`config.mk`:
```
export PLATFORM = sky130hd
export DESIGN_NAME = i2c_master_bit_sequencer_flat
export DESIGN_NICKNAME = d
export VERILOG_FILES = /design/src/hdl/i2cbs_pkg.sv /design/src/hdl/i2cbs_if.sv /design/src/hdl/i2c_master_bit_sequencer.sv /design/src/flat_wrapper.sv
export SDC_FILE = /design/constraint.sdc
export NUM_CORES = 1
export LEC_CHECK = 0
export BUFFER_PORTS_ARGS = -buffer_cell sky130_fd_sc_hd__buf_2
export CAP_MARGIN = 20
export CELL_PAD_IN_SITES_DETAIL_PLACEMENT = 1
export CELL_PAD_IN_SITES_GLOBAL_PLACEMENT = 1
export CORE_ASPECT_RATIO = 0.7
export CORE_MARGIN = 4
export CORE_UTILIZATION = 30
export CTS_CLUSTER_DIAMETER = 120
export CTS_CLUSTER_SIZE = 28
export DETAILED_ROUTE_END_ITERATION = 10
export PLACE_DENSITY_LB_ADDON = 0.12
export SYNTH_ARGS = -nofsm -noshare
export SYNTH_HDL_FRONTEND = slang
export SYNTH_SLANG_ARGS = --single-unit
```
`constraint.sdc`:
```
create_clock -name clk -period 4.95 [get_ports clk]
set_input_delay 0.495 -clock clk [delete_from_list [all_inputs] [get_ports clk]]
set_output_delay 0.495 -clock clk [all_outputs]
set_load 0.01 [all_outputs]
```
`src/hdl/i2cbs_pkg.sv`:
```
// ----------------------------------------------------------------------------
// i2cbs_pkg
// shared types and constants of the i2c master bit sequencer
// ----------------------------------------------------------------------------
package i2cbs_pkg;

	// command codes carried in the mode field
	localparam logic [2:0] CMD_NONE  = 3'd0;
	localparam logic [2:0] CMD_START = 3'd1;
	localparam logic [2:0] CMD_STOP  = 3'd2;
	localparam logic [2:0] CMD_SEND  = 3'd3;
	localparam logic [2:0] CMD_WAIT  = 3'd4;
	localparam logic [2:0] CMD_READ  = 3'd5;

	// register map, word index
	localparam logic REG_ACK_TIMEOUT = 1'b0;

	localparam logic [7:0] ACK_TIMEOUT_RST = 8'd250;
	localparam logic [7:0] RX_MSB          = 8'h80;
	localparam logic [3:0] BITS_PER_BYTE   = 4'd8;

	// sequence phase
	typedef enum logic [3:0] {
		PH_IDLE  = 4'd0,
		PH_S0    = 4'd1,
		PH_S1    = 4'd2,
		PH_S2    = 4'd3,
		PH_P0    = 4'd4,
		PH_P1    = 4'd5,
		PH_BITL  = 4'd6,
		PH_BITH  = 4'd7,
		PH_WA0   = 4'd8,
		PH_WAH   = 4'd9,
		PH_WAEND = 4'd10,
		PH_AKD   = 4'd11,
		PH_AKH   = 4'd12,
		PH_AKL   = 4'd13,
		PH_AKR   = 4'd14
	} phase_t;

endpackage

```
`src/hdl/i2cbs_if.sv`:
```
// ----------------------------------------------------------------------------
// i2cbs channel interfaces
// tick input channel and per-tick result channel, valid/ready handshake
// ----------------------------------------------------------------------------

// one bit-delay tick: sampled sda and optional command
interface i2cbs_tick_if;
	logic       valid;
	logic       ready;
	logic [2:0] mode;
	logic [7:0] tx_byte;
	logic       ack_to_send;
	logic       sda_in;

	modport source (output valid, mode, tx_byte, ack_to_send, sda_in, input ready);
	modport sink   (input valid, mode, tx_byte, ack_to_send, sda_in, output ready);
endinterface

// pin levels and status for one tick
interface i2cbs_result_if;
	logic       valid;
	logic       ready;
	logic       scl_out;
	logic       sda_out;
	logic       busy_res;
	logic       done_res;
	logic [7:0] rx_byte;
	logic       nack;

	modport source (output valid, scl_out, sda_out, busy_res, done_res, rx_byte, nack,
		input ready);
	modport sink   (input valid, scl_out, sda_out, busy_res, done_res, rx_byte, nack,
		output ready);
endinterface

```
`src/hdl/i2c_master_bit_sequencer.sv`:
```
// ----------------------------------------------------------------------------
// i2c_master_bit_sequencer
// pin-level i2c master stepping start, stop, send, wait-ack and read sequences
// ----------------------------------------------------------------------------
// Each beat on the tick channel is one bit delay of the bus and yields exactly
// one beat on the result channel with the SCL/SDA drive levels for that delay.
// The block takes one tick per clock cycle unless result.ready holds it off;
// a tick is captured in an input register and its result is then registered
// in the output register. The sequencer state updates in one combinational
// pass per tick, which is what lets ticks follow back to back. A command
// presented while busy is ignored. ack_timeout is at word 0 of the APB port.
// ----------------------------------------------------------------------------
module i2c_master_bit_sequencer (
	input  logic                   clk,
	input  logic                   arst_n,
	// configuration port
	input  logic                   psel,
	input  logic                   penable,
	input  logic                   pwrite,
	input  logic [2:0]             paddr,
	input  logic [31:0]            pwdata,
	output logic [31:0]            prdata,
	output logic                   pready,
	// channels
	i2cbs_tick_if.sink             tick,
	i2cbs_result_if.source         result
);

	// configuration
	logic [7:0] ack_timeout_q;

	// input stage
	logic       valid_s1;
	logic [2:0] mode_s1;
	logic [7:0] tx_byte_s1;
	logic       ack_to_send_s1;
	logic       sda_in_s1;

	// sequencer state
	i2cbs_pkg::phase_t phase_q;
	logic [2:0] cmd_q;
	logic [3:0] bit_idx_q;
	logic [7:0] tx_shift_q;
	logic [7:0] rx_shift_q;
	logic [7:0] poll_cnt_q;
	logic       scl_q;
	logic       sda_q;
	logic       ack_lat_q;
	logic       nack_q;

	// result stage
	logic       valid_s2;
	logic       scl_s2;
	logic       sda_s2;
	logic       busy_s2;
	logic       done_s2;
	logic [7:0] rx_byte_s2;
	logic       nack_s2;

	// next state
	i2cbs_pkg::phase_t phase_n;
	logic [2:0] cmd_n;
	logic [3:0] bit_idx_n;
	logic [7:0] tx_shift_n;
	logic [7:0] rx_shift_n;
	logic [7:0] poll_cnt_n;
	logic       scl_n;
	logic       sda_n;
	logic       ack_lat_n;
	logic       nack_n;
	logic       out_scl;
	logic       out_sda;
	logic       out_busy;
	logic       out_done;

	logic advance;
	logic tick_acc;
	logic cfg_wr;

	// apb register access
	assign pready = 1'b1;
	assign cfg_wr = psel && penable && pwrite && (paddr[2] == i2cbs_pkg::REG_ACK_TIMEOUT);
	assign prdata = (paddr[2] == i2cbs_pkg::REG_ACK_TIMEOUT) ? {24'd0, ack_timeout_q} : 32'd0;

	always_ff @(posedge clk or negedge arst_n) begin
		if (!arst_n) begin
			ack_timeout_q <= i2cbs_pkg::ACK_TIMEOUT_RST;
		end else if (cfg_wr) begin
			ack_timeout_q <= pwdata[7:0];
		end
	end

	// handshake: stage 1 moves on when the result register is free or drained
	assign advance  = valid_s1 && (!valid_s2 || result.ready);
	assign tick.ready = !valid_s1 || advance;
	assign tick_acc = tick.valid && tick.ready;

	// input register
	always_ff @(posedge clk or negedge arst_n) begin
		if (!arst_n) begin
			valid_s1 <= 1'b0;
		end else if (tick_acc) begin
			valid_s1 <= 1'b1;
		end else if (advance) begin
			valid_s1 <= 1'b0;
		end
	end

	always_ff @(posedge clk) begin
		if (tick_acc) begin
			mode_s1        <= tick.mode;
			tx_byte_s1     <= tick.tx_byte;
			ack_to_send_s1 <= tick.ack_to_send;
			sda_in_s1      <= tick.sda_in;
		end
	end

	// one tick of the sequencer
	always_comb begin
		phase_n    = phase_q;
		cmd_n      = cmd_q;
		bit_idx_n  = bit_idx_q;
		tx_shift_n = tx_shift_q;
		rx_shift_n = rx_shift_q;
		poll_cnt_n = poll_cnt_q;
		scl_n      = scl_q;
		sda_n      = sda_q;
		ack_lat_n  = ack_lat_q;
		nack_n     = nack_q;
		out_done   = 1'b0;

		// command launch when idle
		if (phase_q == i2cbs_pkg::PH_IDLE &&
				mode_s1 inside {[i2cbs_pkg::CMD_START:i2cbs_pkg::CMD_READ]}) begin
			cmd_n      = mode_s1;
			bit_idx_n  = 4'd0;
			poll_cnt_n = 8'd0;
			case (mode_s1)
				i2cbs_pkg::CMD_START: begin
					phase_n = i2cbs_pkg::PH_S0;
				end
				i2cbs_pkg::CMD_STOP: begin
					phase_n = i2cbs_pkg::PH_P0;
				end
				i2cbs_pkg::CMD_SEND: begin
					tx_shift_n = tx_byte_s1;
					phase_n    = i2cbs_pkg::PH_BITL;
				end
				i2cbs_pkg::CMD_WAIT: begin
					phase_n = i2cbs_pkg::PH_WA0;
				end
				default: begin
					ack_lat_n  = ack_to_send_s1;
					rx_shift_n = 8'd0;
					sda_n      = 1'b1;
					phase_n    = i2cbs_pkg::PH_BITH;
				end
			endcase
		end

		out_busy = (phase_n != i2cbs_pkg::PH_IDLE);

		// phase step
		case (phase_n)
			i2cbs_pkg::PH_IDLE: begin
			end
			i2cbs_pkg::PH_S0: begin
				scl_n   = 1'b1;
				sda_n   = 1'b1;
				phase_n = i2cbs_pkg::PH_S1;
			end
			i2cbs_pkg::PH_S1: begin
				sda_n   = 1'b0;
				phase_n = i2cbs_pkg::PH_S2;
			end
			i2cbs_pkg::PH_S2: begin
				scl_n    = 1'b0;
				out_done = 1'b1;
				phase_n  = i2cbs_pkg::PH_IDLE;
			end
			i2cbs_pkg::PH_P0: begin
				sda_n   = 1'b0;
				scl_n   = 1'b1;
				phase_n = i2cbs_pkg::PH_P1;
			end
			i2cbs_pkg::PH_P1: begin
				sda_n = 1'b1;
				if (cmd_n == i2cbs_pkg::CMD_WAIT) begin
					phase_n = i2cbs_pkg::PH_WAEND;
				end else begin
					out_done = 1'b1;
					phase_n  = i2cbs_pkg::PH_IDLE;
				end
			end
			i2cbs_pkg::PH_BITL: begin
				if (cmd_n == i2cbs_pkg::CMD_SEND) begin
					sda_n   = tx_shift_n[7];
					phase_n = i2cbs_pkg::PH_BITH;
				end else begin
					scl_n     = 1'b0;
					bit_idx_n = bit_idx_n + 4'd1;
					phase_n   = (bit_idx_n >= i2cbs_pkg::BITS_PER_BYTE) ?
						i2cbs_pkg::PH_AKD : i2cbs_pkg::PH_BITH;
				end
			end
			i2cbs_pkg::PH_BITH: begin
				scl_n = 1'b1;
				if (cmd_n == i2cbs_pkg::CMD_SEND) begin
					tx_shift_n = {tx_shift_n[6:0], 1'b0};
					bit_idx_n  = bit_idx_n + 4'd1;
					if (bit_idx_n >= i2cbs_pkg::BITS_PER_BYTE) begin
						out_done = 1'b1;
						phase_n  = i2cbs_pkg::PH_IDLE;
					end else begin
						phase_n = i2cbs_pkg::PH_BITL;
					end
				end else begin
					if (sda_in_s1) begin
						rx_shift_n = rx_shift_n | (i2cbs_pkg::RX_MSB >> bit_idx_n[2:0]);
					end
					phase_n = i2cbs_pkg::PH_BITL;
				end
			end
			i2cbs_pkg::PH_WA0: begin
				sda_n   = 1'b1;
				phase_n = i2cbs_pkg::PH_WAH;
			end
			i2cbs_pkg::PH_WAH: begin
				scl_n = 1'b1;
				if (!sda_in_s1) begin
					ack_lat_n = 1'b0;
					phase_n   = i2cbs_pkg::PH_WAEND;
				end else if (poll_cnt_n >= ack_timeout_q) begin
					ack_lat_n = 1'b1;
					phase_n   = i2cbs_pkg::PH_P0;
				end else begin
					poll_cnt_n = poll_cnt_n + 8'd1;
				end
			end
			i2cbs_pkg::PH_WAEND: begin
				scl_n    = 1'b0;
				nack_n   = ack_lat_n;
				out_done = 1'b1;
				phase_n  = i2cbs_pkg::PH_IDLE;
			end
			i2cbs_pkg::PH_AKD: begin
				sda_n   = ack_lat_n;
				phase_n = i2cbs_pkg::PH_AKH;
			end
			i2cbs_pkg::PH_AKH: begin
				scl_n   = 1'b1;
				phase_n = i2cbs_pkg::PH_AKL;
			end
			i2cbs_pkg::PH_AKL: begin
				scl_n   = 1'b0;
				phase_n = i2cbs_pkg::PH_AKR;
			end
			i2cbs_pkg::PH_AKR: begin
				sda_n    = 1'b1;
				out_done = 1'b1;
				phase_n  = i2cbs_pkg::PH_IDLE;
			end
			default: begin
				phase_n = i2cbs_pkg::PH_IDLE;
			end
		endcase

		// levels shown this tick, then the end-of-bit release after a send
		out_scl = scl_n;
		out_sda = sda_n;
		if (phase_q != i2cbs_pkg::PH_IDLE && phase_q == i2cbs_pkg::PH_BITH &&
				cmd_q == i2cbs_pkg::CMD_SEND) begin
			scl_n = 1'b0;
			if (out_done) begin
				sda_n = 1'b1;
			end
		end
	end

	// sequencer state registers
	always_ff @(posedge clk or negedge arst_n) begin
		if (!arst_n) begin
			phase_q    <= i2cbs_pkg::PH_IDLE;
			cmd_q      <= i2cbs_pkg::CMD_NONE;
			bit_idx_q  <= 4'd0;
			tx_shift_q <= 8'd0;
			rx_shift_q <= 8'd0;
			poll_cnt_q <= 8'd0;
			scl_q      <= 1'b1;
			sda_q      <= 1'b1;
			ack_lat_q  <= 1'b0;
			nack_q     <= 1'b0;
		end else if (advance) begin
			phase_q    <= phase_n;
			cmd_q      <= cmd_n;
			bit_idx_q  <= bit_idx_n;
			tx_shift_q <= tx_shift_n;
			rx_shift_q <= rx_shift_n;
			poll_cnt_q <= poll_cnt_n;
			scl_q      <= scl_n;
			sda_q      <= sda_n;
			ack_lat_q  <= ack_lat_n;
			nack_q     <= nack_n;
		end
	end

	// result register
	always_ff @(posedge clk or negedge arst_n) begin
		if (!arst_n) begin
			valid_s2 <= 1'b0;
		end else if (advance) begin
			valid_s2 <= 1'b1;
		end else if (result.ready) begin
			valid_s2 <= 1'b0;
		end
	end

	always_ff @(posedge clk) begin
		if (advance) begin
			scl_s2     <= out_scl;
			sda_s2     <= out_sda;
			busy_s2    <= out_busy;
			done_s2    <= out_done;
			rx_byte_s2 <= rx_shift_n;
			nack_s2    <= nack_n;
		end
	end

	assign result.valid    = valid_s2;
	assign result.scl_out  = scl_s2;
	assign result.sda_out  = sda_s2;
	assign result.busy_res = busy_s2;
	assign result.done_res = done_s2;
	assign result.rx_byte  = rx_byte_s2;
	assign result.nack     = nack_s2;

	// checks

	// a done beat always belongs to a command
	a_done_busy: assert property (@(posedge clk) disable iff (!arst_n)
		(advance && out_done) |-> out_busy)
		else $error("done without busy");

	// a finished command leaves the sequencer idle
	a_done_idle: assert property (@(posedge clk) disable iff (!arst_n)
		(advance && out_done) |=> (phase_q == i2cbs_pkg::PH_IDLE))
		else $error("sequencer not idle after done");

	// a held tick is never overwritten
	a_s1_hold: assert property (@(posedge clk) disable iff (!arst_n)
		(valid_s1 && !advance) |-> !tick.ready)
		else $error("input stage overwritten");

	// nack only moves on the done beat of a command
	a_nack_stable: assert property (@(posedge clk) disable iff (!arst_n)
		(advance && !out_done) |=> $stable(nack_q))
		else $error("nack changed outside done");

endmodule
```
`src/flat_wrapper.sv`:
```
// flat-port wrapper written by rule: the top's interface ports become plain ports
module i2c_master_bit_sequencer_flat 
  (clk, arst_n, psel, penable, pwrite, paddr, pwdata, prdata, pready, tick_valid, tick_mode, tick_tx_byte, tick_ack_to_send, tick_sda_in, tick_ready, result_valid, result_scl_out, result_sda_out, result_busy_res, result_done_res, result_rx_byte, result_nack, result_ready);
  i2cbs_tick_if tick_i ();
  i2cbs_result_if result_i ();
  input  logic clk;
  input  logic arst_n;
  input  logic psel;
  input  logic penable;
  input  logic pwrite;
  input  logic [2:0] paddr;
  input  logic [31:0] pwdata;
  output logic [31:0] prdata;
  output logic pready;
  input wire logic [$bits(tick_i.valid)-1:0] tick_valid;
  input wire logic [$bits(tick_i.mode)-1:0] tick_mode;
  input wire logic [$bits(tick_i.tx_byte)-1:0] tick_tx_byte;
  input wire logic [$bits(tick_i.ack_to_send)-1:0] tick_ack_to_send;
  input wire logic [$bits(tick_i.sda_in)-1:0] tick_sda_in;
  output wire logic [$bits(tick_i.ready)-1:0] tick_ready;
  output wire logic [$bits(result_i.valid)-1:0] result_valid;
  output wire logic [$bits(result_i.scl_out)-1:0] result_scl_out;
  output wire logic [$bits(result_i.sda_out)-1:0] result_sda_out;
  output wire logic [$bits(result_i.busy_res)-1:0] result_busy_res;
  output wire logic [$bits(result_i.done_res)-1:0] result_done_res;
  output wire logic [$bits(result_i.rx_byte)-1:0] result_rx_byte;
  output wire logic [$bits(result_i.nack)-1:0] result_nack;
  input wire logic [$bits(result_i.ready)-1:0] result_ready;
  assign tick_i.valid = tick_valid;
  assign tick_i.mode = tick_mode;
  assign tick_i.tx_byte = tick_tx_byte;
  assign tick_i.ack_to_send = tick_ack_to_send;
  assign tick_i.sda_in = tick_sda_in;
  assign tick_ready = tick_i.ready;
  assign result_valid = result_i.valid;
  assign result_scl_out = result_i.scl_out;
  assign result_sda_out = result_i.sda_out;
  assign result_busy_res = result_i.busy_res;
  assign result_done_res = result_i.done_res;
  assign result_rx_byte = result_i.rx_byte;
  assign result_nack = result_i.nack;
  assign result_i.ready = result_ready;
  i2c_master_bit_sequencer u_core (.clk(clk), .arst_n(arst_n), .psel(psel), .penable(penable), .pwrite(pwrite), .paddr(paddr), .pwdata(pwdata), .prdata(prdata), .pready(pready), .tick(tick_i), .result(result_i));
endmodule
```
# Word-level counts from Yosys, hierarchy flattened
# Index checks and enable logic that the tools add are counted.
dict set report word_totals {
  inputBits 55
  reg_bits 75
  word_cells 131
  out_inout_bits 48
}
dict set report op_classes {
  n_shift 1
  reduce_logical 25
  n_addsub 2
  n_lt_le_gt_ge 4
  bitwise 2
  n_eq_ne 22
  n_mux 52
}
# cell n
set ops {}
lappend ops {{8-bit two-way mux} 14}
lappend ops {{4-bit one-hot mux with 12 select lines} 1}
lappend ops {{4-bit two-way mux} 9}
lappend ops {{4-bit equality test, second input constant} 7}
lappend ops {{4-bit by 3-bit equality test with 1-bit output, second input constant} 5}
lappend ops {{1-bit two-way mux} 20}
lappend ops {{4-bit one-hot mux with 4 select lines} 1}
lappend ops {{3-bit by 2-bit equality test with 1-bit output, second input constant} 4}
lappend ops {{1-bit logical AND} 9}
lappend ops {{3-bit two-way mux} 3}
lappend ops {{8-bit by 1-bit adder with 8-bit output, second input constant} 1}
lappend ops {{4-bit by 2-bit equality test with 1-bit output, second input constant} 2}
lappend ops {{8-bit >= comparator} 1}
lappend ops {{4-bit logical NOT} 2}
lappend ops {{8-bit bitwise OR} 1}
lappend ops {{4-bit one-hot mux with 2 select lines} 1}
lappend ops {{4-bit nonzero test} 2}
lappend ops {{4-bit OR reduction} 2}
lappend ops {{8-bit by 3-bit >> shifter with 8-bit output, first input constant} 1}
lappend ops {{3-bit equality test, second input constant} 2}
lappend ops {{1-bit one-hot mux with 3 select lines} 2}
lappend ops {{3-bit OR reduction} 2}
lappend ops {{5-bit OR reduction} 1}
lappend ops {{4-bit by 1-bit adder with 4-bit output, second input constant} 1}
lappend ops {{other kinds (11)} 14}

# Depth between registers and ports, before layout
dict set report depth {
  ltp_word 11
  ltp_mapped 13
  mapped_depth_nobuf 10
}

# Least setup slack after synthesis
# No wires, ideal clock.
dict set report synth_path {
  path_kind {register to register}
  start {reg u_core.phase_q[0]}
  end {reg u_core.poll_cnt_q[3]}
  setup_time_ns 0.093
  path_stages_with_launch 13
  arrival_time_ns 3.327
  required_ns 4.857
  period_less_slack_ns 3.419
  setup_slack_ns 1.531
  path_buffers 2
  path_cell_list {dfrtp_1 nor4_4 buf_2 o211ai_1 clkbuf_1 and2_1 ha_1 and3_1 a221oi_1 o31ai_1 or3_4 or4_1 o211ai_1}
}
dict set report synth_between {
  elab_chain_len 7
  elab_cells_between_ends 10
  classes_between {add/sub (1); order compare (1); eq/ne (1); mux (5); reduce/logical (2)}
}
# element line
set synth_lines {}
lappend synth_lines {{start, declared} i2c_master_bit_sequencer.sv:40} ;# i2cbs_pkg::phase_t phase_q;
lappend synth_lines {{start signal, assigned} i2c_master_bit_sequencer.sv:283} ;# phase_q <= i2cbs_pkg::PH_IDLE;
lappend synth_lines {{start signal, assigned} i2c_master_bit_sequencer.sv:294} ;# phase_q <= phase_n;
lappend synth_lines {{4-bit logical NOT} i2c_master_bit_sequencer.sv:133} ;# if (phase_q == i2cbs_pkg::PH_IDLE &&
lappend synth_lines {{1-bit logical AND} i2c_master_bit_sequencer.sv:134} ;# mode_s1 inside {[i2cbs_pkg::CMD_START:i2cbs_pkg::CMD_READ]}) begin
lappend synth_lines {{8-bit two-way mux} i2c_master_bit_sequencer.sv:133}
lappend synth_lines {{8-bit by 1-bit adder with 8-bit output or 8-bit >= comparator (tied branches)} {i2c_master_bit_sequencer.sv:237, i2c_master_bit_sequencer.sv:233}}
lappend synth_lines {{8-bit two-way mux} i2c_master_bit_sequencer.sv:233} ;# end else if (poll_cnt_n >= ack_timeout_q) begin
lappend synth_lines {{8-bit two-way mux} i2c_master_bit_sequencer.sv:230} ;# if (!sda_in_s1) begin
lappend synth_lines {{8-bit two-way mux *} i2c_master_bit_sequencer.sv:164} ;# case (phase_n)
lappend synth_lines {{end signal, assigned} i2c_master_bit_sequencer.sv:299} ;# poll_cnt_q <= poll_cnt_n;
lappend synth_lines {{end, declared} i2c_master_bit_sequencer.sv:45} ;# logic [7:0] poll_cnt_q;
# Mark *: on every way between the ends. The rest lies on a longest branch, timed or not.
# A chain may end at the register's enable or synchronous reset.

# Worst setup path in the final report
dict set report layout_path {
  start {reg u_core.phase_q[0]}
  end {reg u_core.poll_cnt_q[0]}
}
# The elaborated chain is that of the path after synthesis.

==> run_results.csv <==
group,metric,value,unit
routing,dr.pass1.iters,4,
cells_and_area,synthToLayoutAreaGrowth,13.7,%
placed_design,dpl.hpwl,8840,µm
grt,grtUsageMet3,0.0297,
floorplan,die_h,111,µm
timing,clock_skew,5.92,ps
synth,synth_top_area_cell,"dfrtp_1",
grt,grt.busiest_layer,"met2",
power_and_ir_drop,cellLeakagePower,2.27,nW
timing,fmax,277,MHz
synth,synthCells,430,
grt,met1_usage,0.212,
timing,finalCriticalPeriod,3610,ps
floorplan,die_w,155,µm
critical_path,cp.required,5170,ps
floorplan,start_util,0.309,
hold_path,min_path_type,"in2async",
routing,drc,0,
cells_and_area,diodes,0,
grt,grt_pass1_wl,19700,µm
cells_and_area,final_nets,547,
synth,synth_common_cells,"dfrtp_1, buf_4, nand2_1",
synth,yosysMostFrequentCell,"dfrtp_1",
critical_path,ff2ff_path_depth,12,
timing,hold_violations,0,
synth,synthDistinctLibCells,76,
cts,cts_tree,"done",
routing,drt_iter0_markers,224,
floorplan,rows,37,
cts,cts_root_buffer,"clkbuf_16",
grt,antenna_found_initial,0,
synth,syn_area_per_cell,10.6,µm²
placed_design,place.gp.congestion,0.818,
synth,syn_area,4560,µm²
synth,synth.area.top_cells,"dfrtp_1, edfxtp_1, buf_4, dfstp_2, ha_1",
floorplan,die_area,17300,µm²
cells_and_area,regArea,2020,µm²
critical_path,worstSetupEndpointType,"flop",
critical_path,path_max_fanout,12,
cts,ctsHoldBuffers,0,
grt,grt_util_met2,0.214,
critical_path,arrival,3830,ps
synth,synth_edf_count,26,
timing,finalMaxSlewViolations,0,
floorplan,ios,103,
cts,cts_buffer_depth,2,
cts,insertion_delay,330,ps
power_and_ir_drop,vdd_drop_max,0.000174,V
routing,wl_per_cell,17.8,µm
synth,yosys_warnings,0,
timing,rsz0062_at_grt,"no",
cts,clkTransAtPathRegs,60,ps
routing,finalWirelength,12100,µm
grt,grt_pass1_vias,3630,
grt,grt_max_degree,50,
timing,postLayoutSetupSlackWorst,1340,ps
synth,synthFlopType,"dfrtp_1",
cts,postCtsSetupRepairBufs,0,
synth,synth_top_area_frac,0.225,
cells_and_area,multiInputGateArea,2240,µm²
synth,ys_seq_area_frac,0.442,
timing,max_slew_margin,0.370,
critical_path,crit_type,"reg2reg",
cts,cts_resized,0,
timing,tightest_slew,945,ps
cts,cts.sinks,75,
timing,fin_crit_sh,0.729,
cells_and_area,layout-drive-gt1-share,0.242,
cells_and_area,final.fill_count,1661,
grt,grt_remaining_overflow,0,
routing,num_vias,3462,
placed_design,post-place-ws,1340,ps
power_and_ir_drop,p_per_area,513,nW/µm²
routing,viasPerCell,5.11,
synth,synth_seq_cells,75,
placed_design,port_buffers,51,
routing,final_antenna_net_count,0,
run_status,outcome,"complete, no violations",
flow_run,cap_violations,0,
timing,tns,0,ps
cts,htree_levels,3,
grt,track_usage,0.142,
timing,finalSetupViolCount,0,
floorplan,core,14800,µm²
synth,synthArstFlopShare,0.653,
cts,numCtsBuffers,9,
critical_path,critPathLaunchType,"flop",
## routing by layer
| layer | vias up | routed length [µm] |
|---|---|---|
| met1 | 1740 | 6090 |
| li1 | 1646 | - |
| met2 | 71 | 5330 |
| met3 | 5 | 574 |
| met5 | - | 0 |
| met4 | 0 | 71 |
## worst paths after layout
path / start / to / slack (ps)
setup / recovery: u_core.phase_q[0] / u_core.poll_cnt_q[0] / 1340
hold / removal: arst_n / u_core.ack_timeout_q[0] / 280
setup reg to reg: u_core.phase_q[0] / u_core.poll_cnt_q[0] / 1340
hold reg to reg: u_core.tx_shift_q[5] / u_core.tx_shift_q[5] / 480
max in group asynchronous: arst_n / u_core.phase_q[2] / 4210
min in group clk: tick_tx_byte[3] / u_core.tx_byte_s1[3] / 340
## per-stage QoR
| stage | power [mW] | hold WS (ps) | instance area, µm² | instances | utilization |
|---|---|---|---|---|---|
| after floorplan | 1.74 | 199 | 4640 | 453 | - |
| after global placement | 2.03 | 464 | 4900 | 662 | 0.332 |
| after detailed placement | 2.05 | 478 | 4900 | 662 | 0.332 |
| after CTS | 2.69 | 308 | 5180 | 678 | 0.351 |
| after global routing | 2.87 | 318 | 5180 | 678 | 0.351 |
| final | 2.66 | 275 | 5180 | 678 | 0.351 |
## kinds of logic after synthesis
group                    count (synthesis)  synth area share
XOR/XNOR                                 3           0.00741
other                                    2           0.00165
buffers and inverters                   65            0.0840
flip-flops                              75             0.442
AND/OR/NAND/NOR                        130             0.172
adder cells (fa/ha/maj)                 14            0.0384
multiplexers                            25            0.0598
AO/OA/AOI/OAI                          116             0.194
## sequential cells by signal, indices dropped and copies added, names as in the netlist, 4 cells and up
signal,cells
u_core.ack_timeout_q,8
u_core.poll_cnt_q,8
u_core.result.rx_byte,8
u_core.rx_shift_q,8
u_core.tx_byte_s1,8
u_core.tx_shift_q,8
u_core.bit_idx_q,4
u_core.phase_q,4
## critical path, stage by stage, from the launching register on
cell,delay (ps)
dfrtp_1,360
buf_4,190
nor4_4,310
buf_4,240
o211a_2,380
nor2_1,100
ha_1,190
a21o_1,180
a221oi_1,240
o31ai_1,200
nor3_2,600
o21ai_0,220
a22o_1,270
## layout make-up
cell class,instances,share of cell area
clock buffer,11,0.0468
timing repair buffer,61,0.0637
clock inverter,5,0.00700
tap,195,0.0471
multi-input combinational,313,0.433
sequential,75,0.389
inverter,18,0.0130
## placed cells by master, fill, tap and decap left out, drive strengths merged, types with 8 or more instances in the layout
master	count
and2	11
a21o	11
ha	14
nand2	27
o21ai	18
dfstp	8
nand3	12
nor2	26
a22o	12
a21oi	19
mux2	15
buf	61
edfxtp	26
dfrtp	41
nor3	9
a32o	11
conb	25
clkbuf	11
mux2i	10
inv	19
## report_power, final
part	switching (mW)	total (mW)	internal, mW
Combinational	0.712	1.15	0.434
Clock	0.265	0.620	0.355
Sequential	0.0869	0.894	0.807
Total	1.06	2.66	1.60
Power figures use the tool's default switching activity.
